### src/rtl/tmhc_pkg.sv
// ----------------------------------------------------------------------------
// tmhc_pkg
// Shared types and constants for the temperature / humidity compensation block.
// ----------------------------------------------------------------------------
`default_nettype none

package tmhc_pkg;

  // pipeline depth: three temperature stages, seven humidity stages
  localparam int NSTAGE      = 10;
  localparam int TEMP_STAGES = 3;
  localparam int HUM_STAGES  = NSTAGE - TEMP_STAGES;

  localparam int CFG_IDX_W  = 3;
  localparam int CFG_DATA_W = 24;

  localparam int IN_TDATA_W  = 40;
  localparam int OUT_TDATA_W = 80;

  typedef enum logic [CFG_IDX_W-1:0] {
    REG_TEMP_CAL_ONE   = 3'd0,
    REG_TEMP_CAL_TWO   = 3'd1,
    REG_TEMP_CAL_THREE = 3'd2,
    REG_HUM_CAL_BYTES  = 3'd3,
    REG_HUM_CAL_TWO    = 3'd4,
    REG_HUM_CAL_FOUR   = 3'd5,
    REG_HUM_CAL_FIVE   = 3'd6
  } reg_idx_t;

  // calibration set as seen by the datapaths
  typedef struct packed {
    logic [15:0] t1;
    logic [15:0] t2;
    logic [15:0] t3;
    logic [7:0]  h1;
    logic [7:0]  h3;
    logic [7:0]  h6;
    logic [15:0] h2;
    logic [11:0] h4;
    logic [11:0] h5;
  } cal_t;

  localparam logic [31:0] HUM_T_OFFSET = 32'd76800;
  localparam logic [31:0] HUM_A_ROUND  = 32'd16384;
  localparam logic [31:0] HUM_C_BIAS   = 32'd32768;
  localparam logic [31:0] HUM_D_BIAS   = 32'd2097152;
  localparam logic [31:0] HUM_E_ROUND  = 32'd8192;
  localparam logic [31:0] HUM_MAX      = 32'd419430400;
  localparam logic [26:0] CENTI_ROUND  = 27'd128;

endpackage

`default_nettype wire

### src/rtl/tmhc_ctrl.sv
// ----------------------------------------------------------------------------
// tmhc_ctrl
// Valid bits and per-stage load enables for the elastic pipeline.
// ----------------------------------------------------------------------------
`default_nettype none

module tmhc_ctrl (
  input  wire logic                        clk,
  input  wire logic                        rst_n,
  input  wire logic                        in_valid,
  output logic                             in_ready,
  output logic                             out_valid,
  input  wire logic                        out_ready,
  output logic [tmhc_pkg::NSTAGE-1:0]      stage_en
);
  import tmhc_pkg::*;

  logic [NSTAGE-1:0] vld_r;
  logic [NSTAGE-1:0] vld_nxt;
  logic [NSTAGE-1:0] ready;

  // a stage loads when it is empty or its content moves on
  always_comb begin
    ready[NSTAGE-1] = !vld_r[NSTAGE-1] || out_ready;
    for (int k = NSTAGE - 2; k >= 0; k--) begin
      ready[k] = !vld_r[k] || ready[k+1];
    end
  end

  always_comb begin
    vld_nxt[0] = ready[0] ? in_valid : vld_r[0];
    for (int k = 1; k < NSTAGE; k++) begin
      vld_nxt[k] = ready[k] ? vld_r[k-1] : vld_r[k];
    end
  end

  always_ff @(posedge clk) begin
    if (!rst_n) begin
      vld_r <= '0;
    end else begin
      vld_r <= vld_nxt;
    end
  end

  assign stage_en  = ready;
  assign in_ready  = ready[0];
  assign out_valid = vld_r[NSTAGE-1];

endmodule

`default_nettype wire

### config.mk
export PLATFORM = sky130hd
export DESIGN_NAME = tmhc_ctrl
export DESIGN_NICKNAME = d
export VERILOG_FILES = /design/src/rtl/tmhc_pkg.sv /design/src/rtl/tmhc_ctrl.sv
export SDC_FILE = /design/constraint.sdc
export NUM_CORES = 1
export LEC_CHECK = 0
export BUFFER_PORTS_ARGS = -buffer_cell sky130_fd_sc_hd__buf_2
export CORE_AREA = 2 2 39 41
export DETAILED_ROUTE_END_ITERATION = 8
export DIE_AREA = 0 0 41 43
export GPL_TIMING_DRIVEN = 0
export PLACE_DENSITY = 0.67
export SLEW_MARGIN = 15
export SYNTH_ARGS = -nofsm -noshare
export SYNTH_HDL_FRONTEND = slang
export SYNTH_SLANG_ARGS = --single-unit
### constraint.sdc
create_clock -name clk -period 1.4 [get_ports clk]
set_input_delay 0.14 -clock clk [delete_from_list [all_inputs] [get_ports clk]]
set_output_delay 0.14 -clock clk [all_outputs]
set_load 0.01 [all_outputs]
* Yosys cells after proc, flatten, opt, wreduce, memory -nomap -nowiden
Cells that the tools add are included.
Cells by class: reductions and logical operators 20
Operator list (count):
- $logic_not A1 Y1 | 10
- $logic_or A1 B1 Y1 | 10
Word-level totals: logic and storage cells 30, input port bits 4, output and inout bits 12, register bits 10

* Longest topological paths before layout
depth in word-level cells 11, mapped depth 5, mapped depth without buffers 5

* Least setup slack after synthesis
Ideal clock, no wire load.
path type register -> output, start point register vld_r[9], end point output stage_en[0] (netlist name), buffers on the path 1, data arrival time 1195 ps, slack 65 ps, cell stages (with the launch flop) 5, cell sequence dfxtp_1 -> and4b_1 -> and3_4 -> nand4_1 -> buf_4
Between the ends: word-level cells in the longest chain between the ends 11
Ends and longest elaborated chain:
- from (decl) | RTL line tmhc_ctrl.sv:18 | logic [NSTAGE-1:0] vld_r;
- from (signal assigned) | RTL line tmhc_ctrl.sv:41 | vld_r <= vld_nxt;
- $logic_not A1 Y1 | RTL line tmhc_ctrl.sv:24 | ready[NSTAGE-1] = !vld_r[NSTAGE-1] || out_ready;
- $logic_or A1 B1 Y1 | RTL line tmhc_ctrl.sv:24
- $logic_or A1 B1 Y1 (9 in a row) | RTL line tmhc_ctrl.sv:26 | ready[k] = !vld_r[k] || ready[k+1];
- to (decl) | RTL line tmhc_ctrl.sv:14 | output logic [tmhc_pkg::NSTAGE-1:0] stage_en
Every way passes these cells.

* Worst setup path in the final report
start point register vld_r[8], end point output stage_en[0] (netlist name)
Between the ends: word-level cells in the longest chain between the ends 10
Ends and longest elaborated chain (RTL line):
- $logic_not A1 Y1 | tmhc_ctrl.sv:26
- $logic_or A1 B1 Y1 (9 in a row) | tmhc_ctrl.sv:26
Every way passes these cells.

==> impl_results.md <==
- H-tree depth: 1
- Core footprint: 1380 sq um
- Final WS setup: -0.131 ns
- Final Instance Area: 614 sq um
- Largest Register: vld_r
- Clk slew on worst S/H paths: ~0.060 ns
- Initial antenna violation count: 0
- Max-cap viol count: 0
- Lkg Pwr: 0.237 nW
- Worst EP arrival: 1.39 ns
- Share of the synthesized area in the top cell type: 47.1%
- Routability Congestion: 0.686
- Critical-path top delay cell: dfxtp_2
- Fillcell total: roughly 150
- Maximum fanout along the worst path: 2
- Critical path required time: 1.26 ns
- NumNets Final: 79
- WL/cell: 9.88 um
- First-pass GRT wire length: approximately 1400 um
- Antenna Cells: 0
- Die height: 43 um
- DRT iter0 DRCs: 6
- Largest regs: vld_r x10
- Grt ovf: 0
- Final Cycle Share: 109%
- Unique masters post-synth: 19
- Worst Skew: 0.00406 ns
- Yosys warns: 0
- Final Hold Violating Endpoints: 0
- Peak supply drop: roughly 0.00045 V
- Flip-flop count of the largest register after layout: 10
- Starting Density: a little under a third
- Post-Syn Instances: 49
- Crit path kind: flop to primary output
- Post-synth EDFFs: 0
- Gr usage total: 12.2%
- Post-synth top area cell: dfxtp_1
- Antenna Violating Nets Remaining: 0
- Die area: 1760 sq um
- Worst slack at placement: 0.0229 ns
- Max-slew headroom: 74.0%
- Seq/Total Area, Yosys: 47.1%
- Top cells by count, synth: dfxtp_1 (10), nand2_1 (10), nand3_1 (4)
- Cell Area, Synth: 425 sq um
- Clock Tree Buf Depth: 2
- Worst-skew pair later-pin latency: ~0.26 ns
- Post-synth ARST share: 0%
- Post-Syn Nets: 53
- Remaining DRCs: 0
- Proportion of layout cells with a drive suffix above 1: slightly above 50%
- Leading post-synthesis cells by cell area: dfxtp_1 (47%), nand2_1 (8.8%), o21ai_2 (6.2%)
- Endpoints failing setup: 7
- Worst min-delay path category: primary input to flop
- Crit path max-delay family: simple AND/OR/NAND/NOR gates
- Synthesis-to-layout area growth: 44.4%
- Crit. Startpoint: vld_r[8]
- Peak Freq: 0.653 GHz
- Port bufs: 15
- Row count: 14
- Placed cell area: 520 sq um
- CTS tree: built
- CTS buffer count: 3
- Num ports: 16
- CTS root buf: clkbuf_4
- Avg Cell Area, Syn: 8.68 sq um
- Worst-margin pin slew: between 0.3 and 0.4 ns
- Die X: 41 um
- Startpoint types: flop
- Tmin final: about 1.5 ns
- Crit. End Element: primary output
- Via count: 408
- CP cell instances: and4b_1 -> and3_4 -> nand4_1 -> buf_4 -> buf_6
- PwrDens: between 800 and 900 nW/um^2
- Drt via density: between 4 and 5
- Num Clock Sinks: 10
- Post-Route WL: just under 900 um
- Largest net degree at the start of global routing: 11
- 1st-pass router iterations: 4
- Flops & latches, synth: 10
- Failing checks: setup timing
- HP Start: in_valid
- Worst r2r src: vld_r[8]
- Post-synth top flop: dfxtp_1
- Hpwl dp: 630 um
- Crit path largest cell delay: roughly 0.32 ns
- Status: finished, violations left
- Vias in the first global route: 358
- Worst Path Buf+Inv: 2
- Max-slew violations: 0
- RSZ-0062 raised after global routing: true
==> tightest hold or removal path, cell delays in order <==
cell and delay (ns):
buf_2 0.08, nand2_1 0.05, o21ai_2 0.05
==> path summary, 6_finish.rpt <==
path | to | slack, ns | cells after the start
worst min register to register | vld_r[4] | 0.45 | 2
worst max register to register | vld_r[5] | 0.18 | 7
worst max-delay path | stage_en[0] | -0.13 | 5
worst min-delay path | vld_r[0] | 0.09 | 3
==> timing repair <==
item,CTS,global route
resized for setup,7,1
setup buffers,5,1
hold endpoints to repair,0,0
hold buffers,0,0
pin swaps,3,2
setup endpoints to repair,8,9
==> power by group <==
| group | internal, W | leakage [nW] | switching (W) |
|---|---|---|---|
| Clock | 0.0000986 | 0.0138 | 0.0000851 |
| Combinational | 0.00000792 | 0.140 | 0.0000100 |
| Sequential | 0.000289 | 0.0832 | 0.00000474 |
| Total | 0.000396 | 0.237 | 0.0000999 |
==> cell type report <==
class | count | area [sq um] | share of cell area (%)
flip-flops and latches | 10 | 205 | 33.4
multi-input cells | 32 | 193 | 31.4
repair buffers | 21 | 139 | 22.6
inverters | 5 | 23.8 | 3.87
clock buffers | 3 | 22.5 | 3.67
well taps | 16 | 20.0 | 3.26
plain buffers | 2 | 11.3 | 1.83
==> cells by family after synthesis <==
family                 after synthesis  share of synthesized area, %
flip-flops                          10                          47.1
AO/OA/AOI/OAI                       10                          16.8
buffers and inverters                7                          7.65
AND/OR/NAND/NOR                     22                          28.5
==> routing by layer <==
layer | part of all wire (%) | routed length [um] | global-route usage (%)
met5 | 0 | 0 | 0
met3 | 6.9 | 61 | 9.42
met2 | 49 | 431 | 18.1
met1 | 42 | 371 | 12.6
met4 | 1.6 | 14 | 4.00
==> through the flow <==
| stage | total power [W] | cells | setup TNS (ns) | hold WS (ns) | utilization [%] |
|---|---|---|---|---|---|
| 4_1_cts | 0.000508 | 88 | -0.479 | 0.0760 | 43.4 |
| 3_3_place_gp | 0.000318 | 80 | 0 | 0.342 | 37.6 |
| 3_5_place_dp | 0.000318 | 80 | 0 | 0.349 | 37.6 |
| 6_report | 0.000496 | 89 | -0.484 | 0.0857 | 44.4 |
| 2_1_floorplan | 0.000309 | 49 | 0 | 0.253 | - |
| 5_1_grt | 0.000529 | 89 | -1.02 | 0.0885 | 44.4 |
==> cell usage in the layout, fill, tap and decap left out, drive strengths merged <==
cell type / instances
and3: 2
o21a: 3
nor2: 1
a21oi: 1
a21boi: 1
and4b: 1
dfxtp: 10
nand3: 4
nor2b: 2
o21ai: 5
nand2: 10
inv: 5
clkbuf: 4
nand4: 2
buf: 22
(Power assumes the default switching activity.)
