[config.mk]
export PLATFORM = sky130hd
export DESIGN_NAME = tmhc_temp
export DESIGN_NICKNAME = d
export VERILOG_FILES = /design/src/rtl/tmhc_pkg.sv /design/src/rtl/tmhc_temp.sv
export SDC_FILE = /design/constraint.sdc
export NUM_CORES = 2
export LEC_CHECK = 0
export BUFFER_PORTS_ARGS = -buffer_cell sky130_fd_sc_hd__buf_4
export CORE_MARGIN = 4
export CORE_UTILIZATION = 35
export DETAILED_ROUTE_END_ITERATION = 16
export PLACE_DENSITY_LB_ADDON = 0.15
export SLEW_MARGIN = 0
export SYNTH_ARGS = -nofsm -noshare
export SYNTH_HDL_FRONTEND = slang
export SYNTH_SLANG_ARGS = --single-unit
[constraint.sdc]
create_clock -name clk -period 9.5 [get_ports clk]
set_input_delay 0.475 -clock clk [delete_from_list [all_inputs] [get_ports clk]]
set_output_delay 0.475 -clock clk [all_outputs]
set_load 0.02 [all_outputs]
[src/rtl/tmhc_pkg.sv]
// ----------------------------------------------------------------------------
// tmhc_pkg
// Shared types and constants for the temperature / humidity compensation block.
// ----------------------------------------------------------------------------
`default_nettype none

package tmhc_pkg;

  // pipeline depth: three temperature stages, seven humidity stages
  localparam int NSTAGE      = 10;
  localparam int TEMP_STAGES = 3;
  localparam int HUM_STAGES  = NSTAGE - TEMP_STAGES;

  localparam int CFG_IDX_W  = 3;
  localparam int CFG_DATA_W = 24;

  localparam int IN_TDATA_W  = 40;
  localparam int OUT_TDATA_W = 80;

  typedef enum logic [CFG_IDX_W-1:0] {
    REG_TEMP_CAL_ONE   = 3'd0,
    REG_TEMP_CAL_TWO   = 3'd1,
    REG_TEMP_CAL_THREE = 3'd2,
    REG_HUM_CAL_BYTES  = 3'd3,
    REG_HUM_CAL_TWO    = 3'd4,
    REG_HUM_CAL_FOUR   = 3'd5,
    REG_HUM_CAL_FIVE   = 3'd6
  } reg_idx_t;

  // calibration set as seen by the datapaths
  typedef struct packed {
    logic [15:0] t1;
    logic [15:0] t2;
    logic [15:0] t3;
    logic [7:0]  h1;
    logic [7:0]  h3;
    logic [7:0]  h6;
    logic [15:0] h2;
    logic [11:0] h4;
    logic [11:0] h5;
  } cal_t;

  localparam logic [31:0] HUM_T_OFFSET = 32'd76800;
  localparam logic [31:0] HUM_A_ROUND  = 32'd16384;
  localparam logic [31:0] HUM_C_BIAS   = 32'd32768;
  localparam logic [31:0] HUM_D_BIAS   = 32'd2097152;
  localparam logic [31:0] HUM_E_ROUND  = 32'd8192;
  localparam logic [31:0] HUM_MAX      = 32'd419430400;
  localparam logic [26:0] CENTI_ROUND  = 27'd128;

endpackage

`default_nettype wire

[src/rtl/tmhc_temp.sv]
// ----------------------------------------------------------------------------
// tmhc_temp
// Fine temperature pipeline: linear and square terms, then their sum.
// ----------------------------------------------------------------------------
`default_nettype none

module tmhc_temp (
  input  wire logic                              clk,
  input  wire logic [tmhc_pkg::TEMP_STAGES-1:0]  en,
  input  wire tmhc_pkg::cal_t                    cal,
  input  wire logic [19:0]                       raw_temperature,
  input  wire logic [15:0]                       raw_humidity,
  output logic signed [23:0]                     tf,
  output logic [15:0]                            adc_h
);
  import tmhc_pkg::*;

  // stage 1: raw products
  logic signed [17:0] lin_diff;
  logic signed [16:0] sq_diff;
  logic signed [33:0] sq_full;
  logic signed [33:0] prod_lin_r;
  logic [32:0]        dif_sq_r;
  logic [15:0]        adc_h1_r;

  // stage 2: scaled linear term, square times gain
  logic signed [37:0] prod_sq_nxt;
  logic signed [22:0] lin_r;
  logic signed [37:0] prod_sq_r;
  logic [15:0]        adc_h2_r;

  // stage 3: fine temperature
  logic signed [23:0] tf_nxt;
  logic signed [23:0] tf_r;
  logic [15:0]        adc_h3_r;

  assign lin_diff = $signed({1'b0, raw_temperature[19:3]}) - $signed({1'b0, cal.t1, 1'b0});
  assign sq_diff  = $signed({1'b0, raw_temperature[19:4]}) - $signed({1'b0, cal.t1});
  assign sq_full  = sq_diff * sq_diff;

  assign prod_sq_nxt = $signed({1'b0, dif_sq_r[32:12]}) * $signed(cal.t3);
  assign tf_nxt      = $signed({lin_r[22], lin_r}) + $signed(prod_sq_r[37:14]);

  always_ff @(posedge clk) begin
    if (en[0]) begin
      prod_lin_r <= lin_diff * $signed(cal.t2);
      dif_sq_r   <= sq_full[32:0];
      adc_h1_r   <= raw_humidity;
    end
    if (en[1]) begin
      lin_r     <= prod_lin_r[33:11];
      prod_sq_r <= prod_sq_nxt;
      adc_h2_r  <= adc_h1_r;
    end
    if (en[2]) begin
      tf_r     <= tf_nxt;
      adc_h3_r <= adc_h2_r;
    end
  end

  assign tf    = tf_r;
  assign adc_h = adc_h3_r;

endmodule

`default_nettype wire

Yosys cells after proc, flatten, opt, wreduce, memory -nomap -nowiden
Cells that the tools add are included.
Widths: inputs -> output; s select.
{"block": "classes", "add_sub_neg": 3, "multipliers": 3}
{"operator": "$mul 22x16->38", "count": 1}
{"operator": "$mul 18x16->34", "count": 1}
{"operator": "$mul 17x17->33", "count": 1}
{"operator": "$add 23x24->24", "count": 1}
{"operator": "$sub 17x17->18", "count": 1}
{"operator": "$sub 16x16->17", "count": 1}
{"block": "totals", "register_bits": 200, "out_inout_bits": 40, "in_bits": 152}

Longest topological paths before layout
{"block": "logic_depth", "ltp_word": 2, "mapped_depth": 38, "ltp_nobuf": 37}

Worst setup path after synthesis
Ideal clock, no wire load.
{"block": "synth_timing", "path_kind": "input -> register", "from": "input raw_temperature[4]", "to": "register prod_lin_r[33], data pin", "t_arrival_ns": 8.631, "t_required_ns": 9.239, "n_path_buf": 1, "path_slack_ns": 0.608, "setup_time_ns": 0.261, "path_stages": 35, "cell_sequence": "inv_1 -> ha_1 -> inv_1 -> fa_1 -> a21o_1 -> a21oi_2 -> o21bai_1 -> a2111o_1 -> a31o_2 -> a21oi_4 -> o21bai_1 -> xnor2_4 -> inv_2 -> clkbuf_1 -> nand2_1 -> fa_1 -> fa_1 -> fa_1 -> fa_1 -> inv_1 -> fa_1 -> inv_1 -> fa_1 -> inv_1 -> ha_1 -> a21o_1 -> a21oi_1 -> o21bai_1 -> a21o_1 -> a211o_1 -> a31oi_2 -> o31ai_1 -> a211oi_1 -> nor2_1 -> a311o_1"}
{"block": "synth_between", "elab_chain_len": 2}
{"element": "start, declared", "line": "tmhc_temp.sv:11", "source": "input wire logic [19:0] raw_temperature,"}
{"element": "$sub 17x17->18", "line": "tmhc_temp.sv:37", "source": "assign lin_diff = $signed({1'b0, raw_temperature[19:3]}) - $signed({1'b0, cal.t1, 1'b0});"}
{"element": "$mul 18x16->34", "line": "tmhc_temp.sv:46", "source": "prod_lin_r <= lin_diff * $signed(cal.t2);"}
{"element": "end signal, assigned", "line": "tmhc_temp.sv:46"}
{"element": "end, declared", "line": "tmhc_temp.sv:22", "source": "logic signed [33:0] prod_lin_r;"}
Every way passes these cells.
A chain may end at the register's enable or synchronous reset.

Worst setup path after layout
Ends and elaborated chain as after synthesis.

==> out/qor.yml <==
status: "complete, no violations"
ant_nets: 0
fillers: 10500
die_w_microns: 333
dr_total_vias: 24000
synth_flop_cell: "edfxtp_1"
clock-sinks: 163
hold_buffers: 0
slew_headroom: 0.439
syn_to_final_growth_pct: 9.46
cts_inserted_buffers: 17
cts_tree: "done"
die_y_microns: 333
yosysSeqAreaShare: 0.133
synth_top_cell_by_area: "fa_1"
required_ns: 9.69
drtPass1Iterations: 5
avgRoutedWirePerCell_microns: 17.2
worstSetupPathType: "primary input to register"
holdPathStages: 1
overflow: 0
grt_pass1_vias: 26400
ys_ff_latch: 163
ctsHtreeMaxLevel: 4
tightest_slew_ns: 0.842
io_buffers: 124
drive_gt1_frac: 0.0686
cts_setup_buffers: 0
cap_violations: 0
multi_input_area_sq_um: 27900
final_cell_area_sq_um: 40400
synth_top_cell_area_share: 0.442
postSynthAreaPerCell_sq_um: 9.80
initial_core_util: 0.354
core_sq_um: 104000
io_pins: 192
critPathMaxStageDelay_ns: 0.54
dp_slack_ns: 0.216
crit_slowest_cell: "fa_1"
viasPerCell: 4.57
dpl.hpwl_microns: 75700
cts.path.max_buffers: 2
finalSetupViolations: 0
yosysUniqueCellTypes: 69
worstReg2RegStart: "dif_sq_r[20]$_DFFE_PP_"
fin_tns_setup_ns: 0
hold_viol: 0
setup.worst_path.start_class: "primary input"
grt_max_degree: 64
period_needed_ns: 8.74
syn_inst: 3763
final_net_count: 5148
fin_skew_ns: 0.0130
synthArstFlopShare: 0
timing.final.ws_setup_ns: 0.761
route.detailed.drc: 0
regArea_sq_um: 4890
critPathCaptureType: "register"
whs_endpoint: "adc_h1_r[15]$_DFFE_PP_"
grt_usage: 0.169
syn-num-nets: 5060
fmax_ghz: 0.114
drv_slew: 0
path_max_fanout: 12
antenna_found_initial: 3
synth_top_cells_by_area: "fa_1 (44%), edfxtp_1 (13%), ha_1 (11%), inv_1 (9.9%), nand2_1 (4.5%)"
rr_worst_depth: 22
hp-start: "raw_humidity[15]"
cts-root-buf: "clkbuf_16"
drt_first_iter_violations: 1100
r2r_slack_ns: 2.14
grt_pass1_wl_microns: 148000
place_area_sq_um: 39700
r2r_end: "prod_sq_r[32]$_DFFE_PP_"
yosysWarningCount: 0
ctsResizeCount: 0
synth_edf_count: 163
cp_data_arrival_time_ns: 8.93
die_area_sq_um: 111000
netlist_area_sq_um: 36900
finalWirelength_microns: 90400
hold_class: "primary input to register"
cts.clk_slew.worst_paths_ns: 0.09
clock_latency_ns: 0.45
period_share: 0.920
grt_setup_unrepaired: "no"
routabilityCongestion: 0.832
rows: 118
[layout make-up]
class	instances	share of cell area
timing repair buffer	201	0.0389
sequential	163	0.121
inverter	976	0.0908
antenna	3	0.000186
clock buffer	17	0.0105
clock inverter	15	0.00527
multi-input combinational	2492	0.690
tap	1380	0.0428
[state kept, by name (all words and copies together), names as in the netlist]
signal      cells
tf             24
prod_sq_r      24
lin_r          23
dif_sq_r       21
adc_h2_r       16
adc_h          16
prod_lin_r     23
adc_h1_r       16
[cell usage in the layout, fill, tap and decap left out, types with 14 or more instances in the layout]
cell / n
inv_1: 971
fa_1: 814
nand2_1: 446
ha_1: 331
and2_1: 234
buf_4: 196
edfxtp_1: 163
nor2_1: 136
xnor2_1: 84
a21oi_1: 66
nand3_1: 36
nand2b_1: 35
a21o_1: 32
nor3_1: 30
o21ai_0: 30
xor2_1: 26
nor2b_1: 20
and3_1: 20
clkbuf_16: 17
o21a_1: 16
o21bai_1: 14
[worst max-delay path: cells and delay by family]
kind | cells | cell delay [ns]
buffers and inverters | 10 | 0.80
and+or+nand+nor | 2 | 0.30
AOI/OAI and AO/OA | 14 | 3.32
xor gates and xnor gates | 1 | 0.18
adders and majority gates | 9 | 3.83
[worst max-delay path by stage]
| stage | start | end | slack (ns) |
|---|---|---|---|
| 2_1_floorplan | raw_temperature[4] | prod_lin_r[33]$_DFFE_PP_ | 0.61 |
| 3_3_place_gp | raw_temperature[4] | prod_lin_r[33]$_DFFE_PP_ | 0.23 |
| 3_5_place_dp | raw_temperature[4] | prod_lin_r[33]$_DFFE_PP_ | 0.22 |
| 4_1_cts | raw_temperature[4] | prod_lin_r[33]$_DFFE_PP_ | 0.67 |
| 5_1_grt | raw_temperature[4] | prod_lin_r[33]$_DFFE_PP_ | 0.16 |
| 6_report | raw_temperature[4] | prod_lin_r[33]$_DFFE_PP_ | 0.76 |
[per-stage QoR]
step                 util  hold WS, ns  std cells
floorplan               -        0.400       3763
global placement    0.382        0.400       5212
detailed placement  0.382        0.405       5212
CTS                 0.388        0.157       5244
global route        0.388        0.155       5245
finish              0.388        0.184       5247
[routing by layer]
layer | up-vias | global-route usage | part of all wire
met2 | 317 | 0.290 | 0.49
met4 | 2 | 0.0327 | 0.017
met1 | 12200 | 0.235 | 0.47
li1 | 11400 | - | -
met3 | 60 | 0.0154 | 0.030
met5 | - | 0 | 0.00018
[kinds of logic (layout without fill, tap and decap cells)]
logic type,Yosys count,after routing,synth area share
multiplexers,3,3,0.000848
buffers and inverters,1108,1209,0.113
adder cells (fa/ha/maj),1145,1145,0.554
AND/OR/NAND/NOR,991,991,0.127
XOR/XNOR,118,118,0.0289
flip-flops,163,163,0.133
other,0,3,0
AO/OA/AOI/OAI,235,235,0.0434
[synth_stat cells, drive strengths merged, types with 2 or more instances]
library cell and n:
nand2b 35, xnor2 88, edfxtp 163, or2 8
a21o 32, nor3 30, nor4 2, a31o 5
ha 331, a311o 2, o211ai 6, and3 20
nand2 446, a21boi 5, o31ai 5, mux2i 2
clkinv 2, nand3b 3, and2 234, clkbuf 128
buf 4, inv 974, a31oi 8, a2111oi 2
o21ai 34, a211oi 10, a221oi 2, o311ai 3
a311oi 3, xor2 30, a211o 5, or3 6
o2111ai 2, nor2b 20, o21bai 14, or4 3
fa 814, a21oi 70, o31a 2, o21a 16
nand3 36, nand4 8, nor2 136
Power is left out: the tool's default activity adds up to more than one toggle a clock period on the data nets, which glitch-free logic cannot reach.
