File: src/rtl/tmhc_pkg.sv
// ----------------------------------------------------------------------------
// tmhc_pkg
// Shared types and constants for the temperature / humidity compensation block.
// ----------------------------------------------------------------------------
`default_nettype none

package tmhc_pkg;

  // pipeline depth: three temperature stages, seven humidity stages
  localparam int NSTAGE      = 10;
  localparam int TEMP_STAGES = 3;
  localparam int HUM_STAGES  = NSTAGE - TEMP_STAGES;

  localparam int CFG_IDX_W  = 3;
  localparam int CFG_DATA_W = 24;

  localparam int IN_TDATA_W  = 40;
  localparam int OUT_TDATA_W = 80;

  typedef enum logic [CFG_IDX_W-1:0] {
    REG_TEMP_CAL_ONE   = 3'd0,
    REG_TEMP_CAL_TWO   = 3'd1,
    REG_TEMP_CAL_THREE = 3'd2,
    REG_HUM_CAL_BYTES  = 3'd3,
    REG_HUM_CAL_TWO    = 3'd4,
    REG_HUM_CAL_FOUR   = 3'd5,
    REG_HUM_CAL_FIVE   = 3'd6
  } reg_idx_t;

  // calibration set as seen by the datapaths
  typedef struct packed {
    logic [15:0] t1;
    logic [15:0] t2;
    logic [15:0] t3;
    logic [7:0]  h1;
    logic [7:0]  h3;
    logic [7:0]  h6;
    logic [15:0] h2;
    logic [11:0] h4;
    logic [11:0] h5;
  } cal_t;

  localparam logic [31:0] HUM_T_OFFSET = 32'd76800;
  localparam logic [31:0] HUM_A_ROUND  = 32'd16384;
  localparam logic [31:0] HUM_C_BIAS   = 32'd32768;
  localparam logic [31:0] HUM_D_BIAS   = 32'd2097152;
  localparam logic [31:0] HUM_E_ROUND  = 32'd8192;
  localparam logic [31:0] HUM_MAX      = 32'd419430400;
  localparam logic [26:0] CENTI_ROUND  = 27'd128;

endpackage

`default_nettype wire

File: src/rtl/tmhc_cfg.sv
// ----------------------------------------------------------------------------
// tmhc_cfg
// Calibration register file, written through a plain write port.
// ----------------------------------------------------------------------------
`default_nettype none

module tmhc_cfg (
  input  wire logic                           clk,
  input  wire logic                           rst_n,
  input  wire logic                           cfg_wr_en,
  input  wire logic [tmhc_pkg::CFG_IDX_W-1:0] cfg_index,
  input  wire logic [tmhc_pkg::CFG_DATA_W-1:0] cfg_data,
  output tmhc_pkg::cal_t                      cal
);
  import tmhc_pkg::*;

  cal_t cal_r;
  cal_t cal_nxt;

  always_comb begin
    cal_nxt = cal_r;
    if (cfg_wr_en) begin
      unique case (reg_idx_t'(cfg_index))
        REG_TEMP_CAL_ONE:   cal_nxt.t1 = cfg_data[15:0];
        REG_TEMP_CAL_TWO:   cal_nxt.t2 = cfg_data[15:0];
        REG_TEMP_CAL_THREE: cal_nxt.t3 = cfg_data[15:0];
        REG_HUM_CAL_BYTES: begin
          cal_nxt.h1 = cfg_data[7:0];
          cal_nxt.h3 = cfg_data[15:8];
          cal_nxt.h6 = cfg_data[23:16];
        end
        REG_HUM_CAL_TWO:    cal_nxt.h2 = cfg_data[15:0];
        REG_HUM_CAL_FOUR:   cal_nxt.h4 = cfg_data[11:0];
        REG_HUM_CAL_FIVE:   cal_nxt.h5 = cfg_data[11:0];
        default:            cal_nxt = cal_r;
      endcase
    end
  end

  always_ff @(posedge clk) begin
    if (!rst_n) begin
      cal_r <= '0;
    end else begin
      cal_r <= cal_nxt;
    end
  end

  assign cal = cal_r;

endmodule

`default_nettype wire

File: config.mk
export PLATFORM = sky130hd
export DESIGN_NAME = tmhc_cfg
export DESIGN_NICKNAME = d
export VERILOG_FILES = /design/src/rtl/tmhc_pkg.sv /design/src/rtl/tmhc_cfg.sv
export SDC_FILE = /design/constraint.sdc
export NUM_CORES = 1
export LEC_CHECK = 0
export CORE_MARGIN = 2
export CORE_UTILIZATION = 55
export DETAILED_ROUTE_END_ITERATION = 8
export DONT_BUFFER_PORTS = 1
export HOLD_SLACK_MARGIN = 0.1
export PLACE_DENSITY = 0.7
export SYNTH_ARGS = -nofsm -noshare
export SYNTH_HDL_FRONTEND = slang
export SYNTH_SLANG_ARGS = --single-unit
File: constraint.sdc
create_clock -name clk -period 1.6 [get_ports clk]
set_clock_uncertainty 0.1 [all_clocks]
set_input_delay 0.24 -clock clk [delete_from_list [all_inputs] [get_ports clk]]
set_output_delay 0.24 -clock clk [all_outputs]
set_load 0.01 [all_outputs]
* Yosys cells after proc, flatten, opt, wreduce, memory -nomap -nowiden *
Cells that the tools add are included.
Widths: inputs -> output; s select.

word-level totals
  register bits after elaboration = 112
  latch bits = 0
  memory bits (writable) = 0
  ROM bits = 0
  output and inout port bits = 112
  logic and storage cells = 23
  memories kept = 0

operators by class
  add/sub/neg operators = 0
  multiply operators = 0
  div/mod/pow operators = 0
  magnitude comparators = 0
  equal/unequal tests = 6
  shift-type cells = 0
  multiplexer cells = 0
  bitwise logic cells = 0
  reduce and logical (&&, ||, !) cells = 8

operator list
  cell                number
  $reduce_and 2->1    7
  $eq 3x3->1 const B  3
  $eq 3x2->1 const B  2
  $eq 3x1->1 const B  1
  $logic_not 3->1     1

* Depth between registers and ports, before layout *
Gate-level depths: netlist of the first run.

  depth in word-level cells = 2
  mapped depth = 5
  depth with buffers taken out = 2

* Least setup slack after synthesis of the first run *
Ideal clock, no wire load.

  kind = input-to-reg
  start point = input port cfg_index[0] (netlist name)
  end point = register cal_r, in the netlist cal[103]
  library setup time = 124 ps
  arrival time = 1167 ps
  required time = 1376 ps
  path slack = 208 ps
  stages on the path = 4
  path buffers = 2
  path through = or4b_1 > buf_6 > buf_12 > mux2i_1

on the way
  word-level cells in the longest chain between the ends = 2

ends and longest elaborated chain
  element                            RTL line        source
  start: declaration                 tmhc_cfg.sv:11  input wire logic [tmhc_pkg::CFG_IDX_W-1:0] cfg_index,
  $logic_not 3->1                    tmhc_cfg.sv:23  unique case (reg_idx_t'(cfg_index))
  $reduce_and 2->1 (no source line)  n/a
  end signal: assignment             tmhc_cfg.sv:44  cal_r <= cal_nxt;
  end: declaration                   tmhc_cfg.sv:17  cal_t cal_r;

Every way passes these cells.
A chain may end at the register's enable or synchronous reset.

==> results of run 1 <==
-- worst max-delay path by stage --
stage	from	slack, ps	end
CTS	cal[106]	270	cal[106]
floorplan	cfg_index[0]	210	cal[103]
global placement	cfg_index[0]	220	cal[105]
global route	cal[88]	160	cal[88]
detailed placement	cfg_index[0]	200	cal[105]
finish	cal[17]	230	cal[17]
-- Yosys cell counts --
master,number
mux2i_1,112
nor4bb_1,1
buf_12,1
dfxtp_1,112
nand4b_1,3
buf_2,15
buf_1,1
or4b_1,1
clkbuf_1,9
buf_6,1
nand4bb_1,2
buf_4,1
nand2_1,136
-- power groups by stage --
stage               clock, mW  sequential (mW)  combinational [mW]
floorplan                   0             2.97               0.193
global placement            0             2.99               0.189
detailed placement          0             2.99               0.197
CTS                      1.69             2.92               0.289
global route             1.80             2.93               0.316
finish                   1.67             2.92               0.292
-- cell families (layout without fill, tap and decap cells) --
group         count (synthesis)  after routing  share of synthesized area (%)
buf+inv                      28            107                           3.70
flops                       112            112                           54.8
mux                         112            112                           27.4
simple gates                143            143                           14.2
-- final cells by class --
type                    count  area share [%]
clock buffers              12            3.17
clock inverters             4           0.696
multi-input cells         255            32.9
flip-flops and latches    112            43.0
well taps                  99            2.38
repair buffers             91            17.8
-- per-layer routing --
metal | up-vias | share of wire (%)
li1 | 1446 | -
met1 | 1515 | 41
met2 | 110 | 48
met3 | 13 | 9.0
met4 | 0 | 1.7
met5 | - | 0
==> metrics.txt, run 1 <==
share of the synthesized area in the top cell type=~55%; dpl cells=473; final worst path period share=85.4%; share of the yosys chip area belonging to registers=between 50% and 60%; Seq pwr share=approximately three fifths; RSZ-0062 raised after global routing=no; die height=between 90 and 100 microns; FF-to-FF End=cal[17]; Reg clk slew, reported paths=100 ps; dpl ws=201 ps; Avg Cell Area, Syn=approximately 10 sq um; multi-input gate area in the final layout=~1700 sq um; family with the most delay on the worst path=buffers and inverters; maximum vdd drop=roughly 0.00055 V; GR Overflow Total=0; distinct cell type count after synthesis=13; routed vias/inst=approximately 5.4; Initial Util=56.7%; sw power=between 1 and 1.5 mW; CP startpoint kind=flop; Clock power frac=approximately 34%; Seq. cell area=2240 sq um; Pleak=approximately 2.3 nW; CP arrival=roughly 1600 ps; IO buf count=0; CTS tree=done; outcome=finished, final reports clean; routability-driven placement congestion ratio=between 0.7 and 0.8; Worst Setup End Kind=flop; Crit Path Max Fanout=2; GR Util All Layers=26.1%; Final Core Density=roughly 72%; fin nets=499; reg-to-reg setup timing slack=approximately 230 ps; Final Cell Area=~5200 sq um; Die ar.=between 8000 and 9000 sq um; Worst-Margin Slew=360 ps; Max clock buf depth=2; grt met3 use=a little under a tenth; Non-Filler Instances=between 500 and 600; Worst R2R Start=cal[17]; met2 Track Usage GR=between 40 and 50%; switching share of total power=approximately 24%; vias in the first global route=about 3,200; clock latency on the worst-skew pair=roughly 360 ps; WL/cell=about 18 microns; Gate power share=~6%; TritonCTS Buffers=9; Slowest cell on crit path=dlygate4sd3_1; Final setup violation count=0; worst path cell trace=nand2_1, dlygate4sd3_1, mux2i_1; Hold EP=cal[51]; Yosys top cell by area=dfxtp_1; mapped cell area=4090 sq um; Area Overhead vs Synth=27.3%; post-synthesis cell count=395; vias after detailed routing=3,084; hold slack=between 100 and 150 ps; DRC=0; CP Buf/Inv Count=1; grt peak-use layer=met2; H-tree level count=3; fmax=approximately 0.73 GHz; hold crit path type=primary input to flop; most area-consuming cells after synthesis=dfxtp_1, mux2i_1, nand2_1; largest net degree at the start of global routing=84; # diodes=0; Hold Crit Start=rst_n; WHS Path Cells=2; dpl cell area=4160 sq um; number of top-level pins=about 140; Slew Viols, Final=0; final hold viol count=0; worst stage delay on the critical path=between 500 and 600 ps; Power Density=approximately 940 nW/um^2; register bit total from synthesis=approximately 110; DR iter-0 viols=136; total wire length=~10 mm; Initial DRT Pass Iterations=4; CP Data Required Time=between 1500 and 2000 ps; syn_nets=about 430; worst rel slew slack=about three quarters; Crit Path Class=flop to flop; cells on worst reg2reg path=3; max_cap viols=0; met1 usage=a little under a third; total power=4.88 mW; Final ANT Viol Nets=0; post-route setup TNS=0 ps; Core Region=roughly 7200 sq um; first-pass GRT wire length=between 15 and 20 mm; share of cells above drive strength 1=under 10%; hold-fix buffers at CTS=between 80 and 90; max FFs per register=around 110; clk root buf=clkbuf_8; die width=approximately 90 microns; final worst slack=234 ps; Post-CTS Setup Repair Bufs=0; internal power=between 3 and 4 mW; CTS sink count=approximately 110; stages on the worst setup path=3; leading cell type in the layout, fill and taps excluded=nand2_1; PostCTS Resize Cnt=0; commonest non-fill, non-tap cells in the layout=nand2_1, mux2i_1, dfxtp_1, dlygate4sd3_1, clkbuf_8; DP HPWL=6.02 mm; antenna violations before repair=0; fin crit period=~1400 ps; total of warnings raised by yosys=0; # fillers=between 500 and 600; # rows=31
(Power assumes the default switching activity.)
==> run 2: changes to the inputs <==
--- a/config.mk
+++ b/config.mk
@@ -5,12 +5,14 @@
 export SDC_FILE = /design/constraint.sdc
 export NUM_CORES = 1
 export LEC_CHECK = 0
+export CELL_PAD_IN_SITES_DETAIL_PLACEMENT = 0
+export CELL_PAD_IN_SITES_GLOBAL_PLACEMENT = 2
 export CORE_MARGIN = 2
-export CORE_UTILIZATION = 55
+export CORE_UTILIZATION = 37
 export DETAILED_ROUTE_END_ITERATION = 8
 export DONT_BUFFER_PORTS = 1
 export HOLD_SLACK_MARGIN = 0.1
-export PLACE_DENSITY = 0.7
+export PLACE_DENSITY_LB_ADDON = 0.1
 export SYNTH_ARGS = -nofsm -noshare
 export SYNTH_HDL_FRONTEND = slang
 export SYNTH_SLANG_ARGS = --single-unit
==> run 2 against run 1 <==
Compared with the run above: count of clock-buffer cells in the layout is the same; wire length increased by 11%; via count down 1.8%; critical endpoint is now cal[85]; largest cell class unchanged.
==> metrics.txt, run 2 (synthesized netlist as in run 1, its figures left out) <==
DRC=0 (unchanged); Initial Util=37.8% (-19 points); IO buf count=0 (unchanged); CP Data Required Time=1800 ps (about the same); Reg clk slew, reported paths=100 ps (about the same); met1 usage=24.6% (-7.0 points); vias after detailed routing=3,029 (-1.8%); Crit Path Max Fanout=16 (+14); TritonCTS Buffers=9 (unchanged); outcome=finished, final reports clean; die width=109 microns (+21%); CTS sink count=112 (unchanged); RSZ-0062 raised after global routing=no; Worst R2R Start=cal[50]; clock latency on the worst-skew pair=360 ps (about the same); leading cell type in the layout, fill and taps excluded=nand2_1; largest net degree at the start of global routing=84 (unchanged); DR iter-0 viols=124 (-8.8%); Worst Setup End Kind=flop; CP arrival=1590 ps (+30 ps); die height=109 microns (+21%); met2 Track Usage GR=32.1% (-11 points); Final ANT Viol Nets=0 (unchanged); grt met3 use=7.77% (-1.7 points); H-tree level count=3 (unchanged); Slew Viols, Final=0 (unchanged); Final setup violation count=0 (unchanged); # rows=38 (+23%); WL/cell=19.0 microns (+4.3%); vias in the first global route=3,165 (-1.6%); routability-driven placement congestion ratio=0.673 (-5.0%); GR Util All Layers=20.0% (-6.1 points); Die ar.=11,900 sq um (+46%); Power Density=895 nW/um^2 (-4.4%); share of cells above drive strength 1=4.03% (-1.2 points); final worst path period share=87.2% (+1.8 points); DP HPWL=6.60 mm (+9.8%); CTS tree=done; CP startpoint kind=primary input; Worst-Margin Slew=418 ps (+58.4 ps); final hold viol count=0 (unchanged); total wire length=11.6 mm (+11%); worst path cell trace=dlygate4sd3_1, nor4bb_4, buf_12, mux2i_1; routed vias/inst=4.96 (-7.9%); Final Core Density=48.2% (-24 points); max FFs per register=112 (unchanged); dpl cell area=4220 sq um (+1.5%); Slowest cell on crit path=dlygate4sd3_1; hold crit path type=primary input to flop; fin crit period=1400 ps (+28.8 ps); Pleak=2.31 nW (-0.86%); Area Overhead vs Synth=27.6%; post-route setup TNS=0 ps (unchanged); CP Launch Point=cfg_index[1]; GR Overflow Total=0 (unchanged); Crit Path Class=primary input to flop; Non-Filler Instances=611 (+6.6%); max_cap viols=0 (unchanged); family with the most delay on the worst path=buffers and inverters; Core Region=10,800 sq um (+50%); first-pass GRT wire length=17.7 mm (+5.8%); worst rel slew slack=72.1% (-3.9 points); worst stage delay on the critical path=580 ps (+30 ps); Hold Crit Start=cfg_index[2]; Initial DRT Pass Iterations=4 (unchanged); Seq. cell area=2240 sq um (unchanged); number of top-level pins=142 (unchanged); # fillers=1,076 (+97%); # diodes=0 (unchanged); antenna violations before repair=0 (unchanged); commonest non-fill, non-tap cells in the layout=nand2_1, mux2i_1, dfxtp_1, dlygate4sd3_1, clkbuf_8; Final Cell Area=5220 sq um (+0.24%); fin nets=499 (unchanged); dpl cells=514 (+8.7%); total power=4.68 mW (-4.2%); multi-input gate area in the final layout=1720 sq um (unchanged); fmax=0.717 GHz (-2.1%); maximum vdd drop=0.000404 V (-26%); clk root buf=clkbuf_8; Max clock buf depth=2 (unchanged); grt peak-use layer=met2; CP Buf/Inv Count=2 (+1)
run 2: final timing paths:
kind	to	slack, ps	depth (start not counted)
setup reg to reg	cal[50]	250	3
setup / recovery	cal[85]	200	4
hold reg to reg	cal[40]	410	2
hold / removal	cal[84]	120	3
run 2: routing by layer:
metal	share of wire, %	wire length, microns
met2	46	5380
met5	0	0
met4	1.5	175
met1	43	5000
met3	8.9	1030
run 2: tightest hold or removal path, stage by stage:
cell and delay [ps]:
nor4bb_4 30, buf_12 150, mux2i_1 120
run 2: repair_timing:
| item | 4_1_cts | 5_1_grt |
|---|---|---|
| hold endpoints to repair | 112 | 0 |
| setup buffers | 0 | 0 |
| hold buffers | 84 | 0 |
| endpoints found under the setup margin | 0 | 0 |
| resized for setup | 0 | 0 |
run 2: final cells by class:
cell class / instances / share of cell area (%)
clock buffer: 12 / 2.59
clock inverter: 1 / 0.144
multi-input combinational: 255 / 32.8
timing repair buffer: 91 / 18.2
sequential: 112 / 42.9
tap: 140 / 3.35
run 2: per-stage QoR:
step / hold WS (ps) / setup slack [ps]
after global placement: 282 / 182
after CTS: 102 / 228
after detailed placement: 285 / 200
after floorplan: 279 / 208
final: 119 / 205
after global routing: 101 / 164
run 2: where the power goes:
part	internal (mW)	total [mW]	leakage [nW]	switching [mW]
combinational	0.148	0.303	1.33	0.156
clock	0.546	1.45	0.0684	0.906
sequential	2.85	2.92	0.906	0.0738
total	3.54	4.68	2.31	1.14
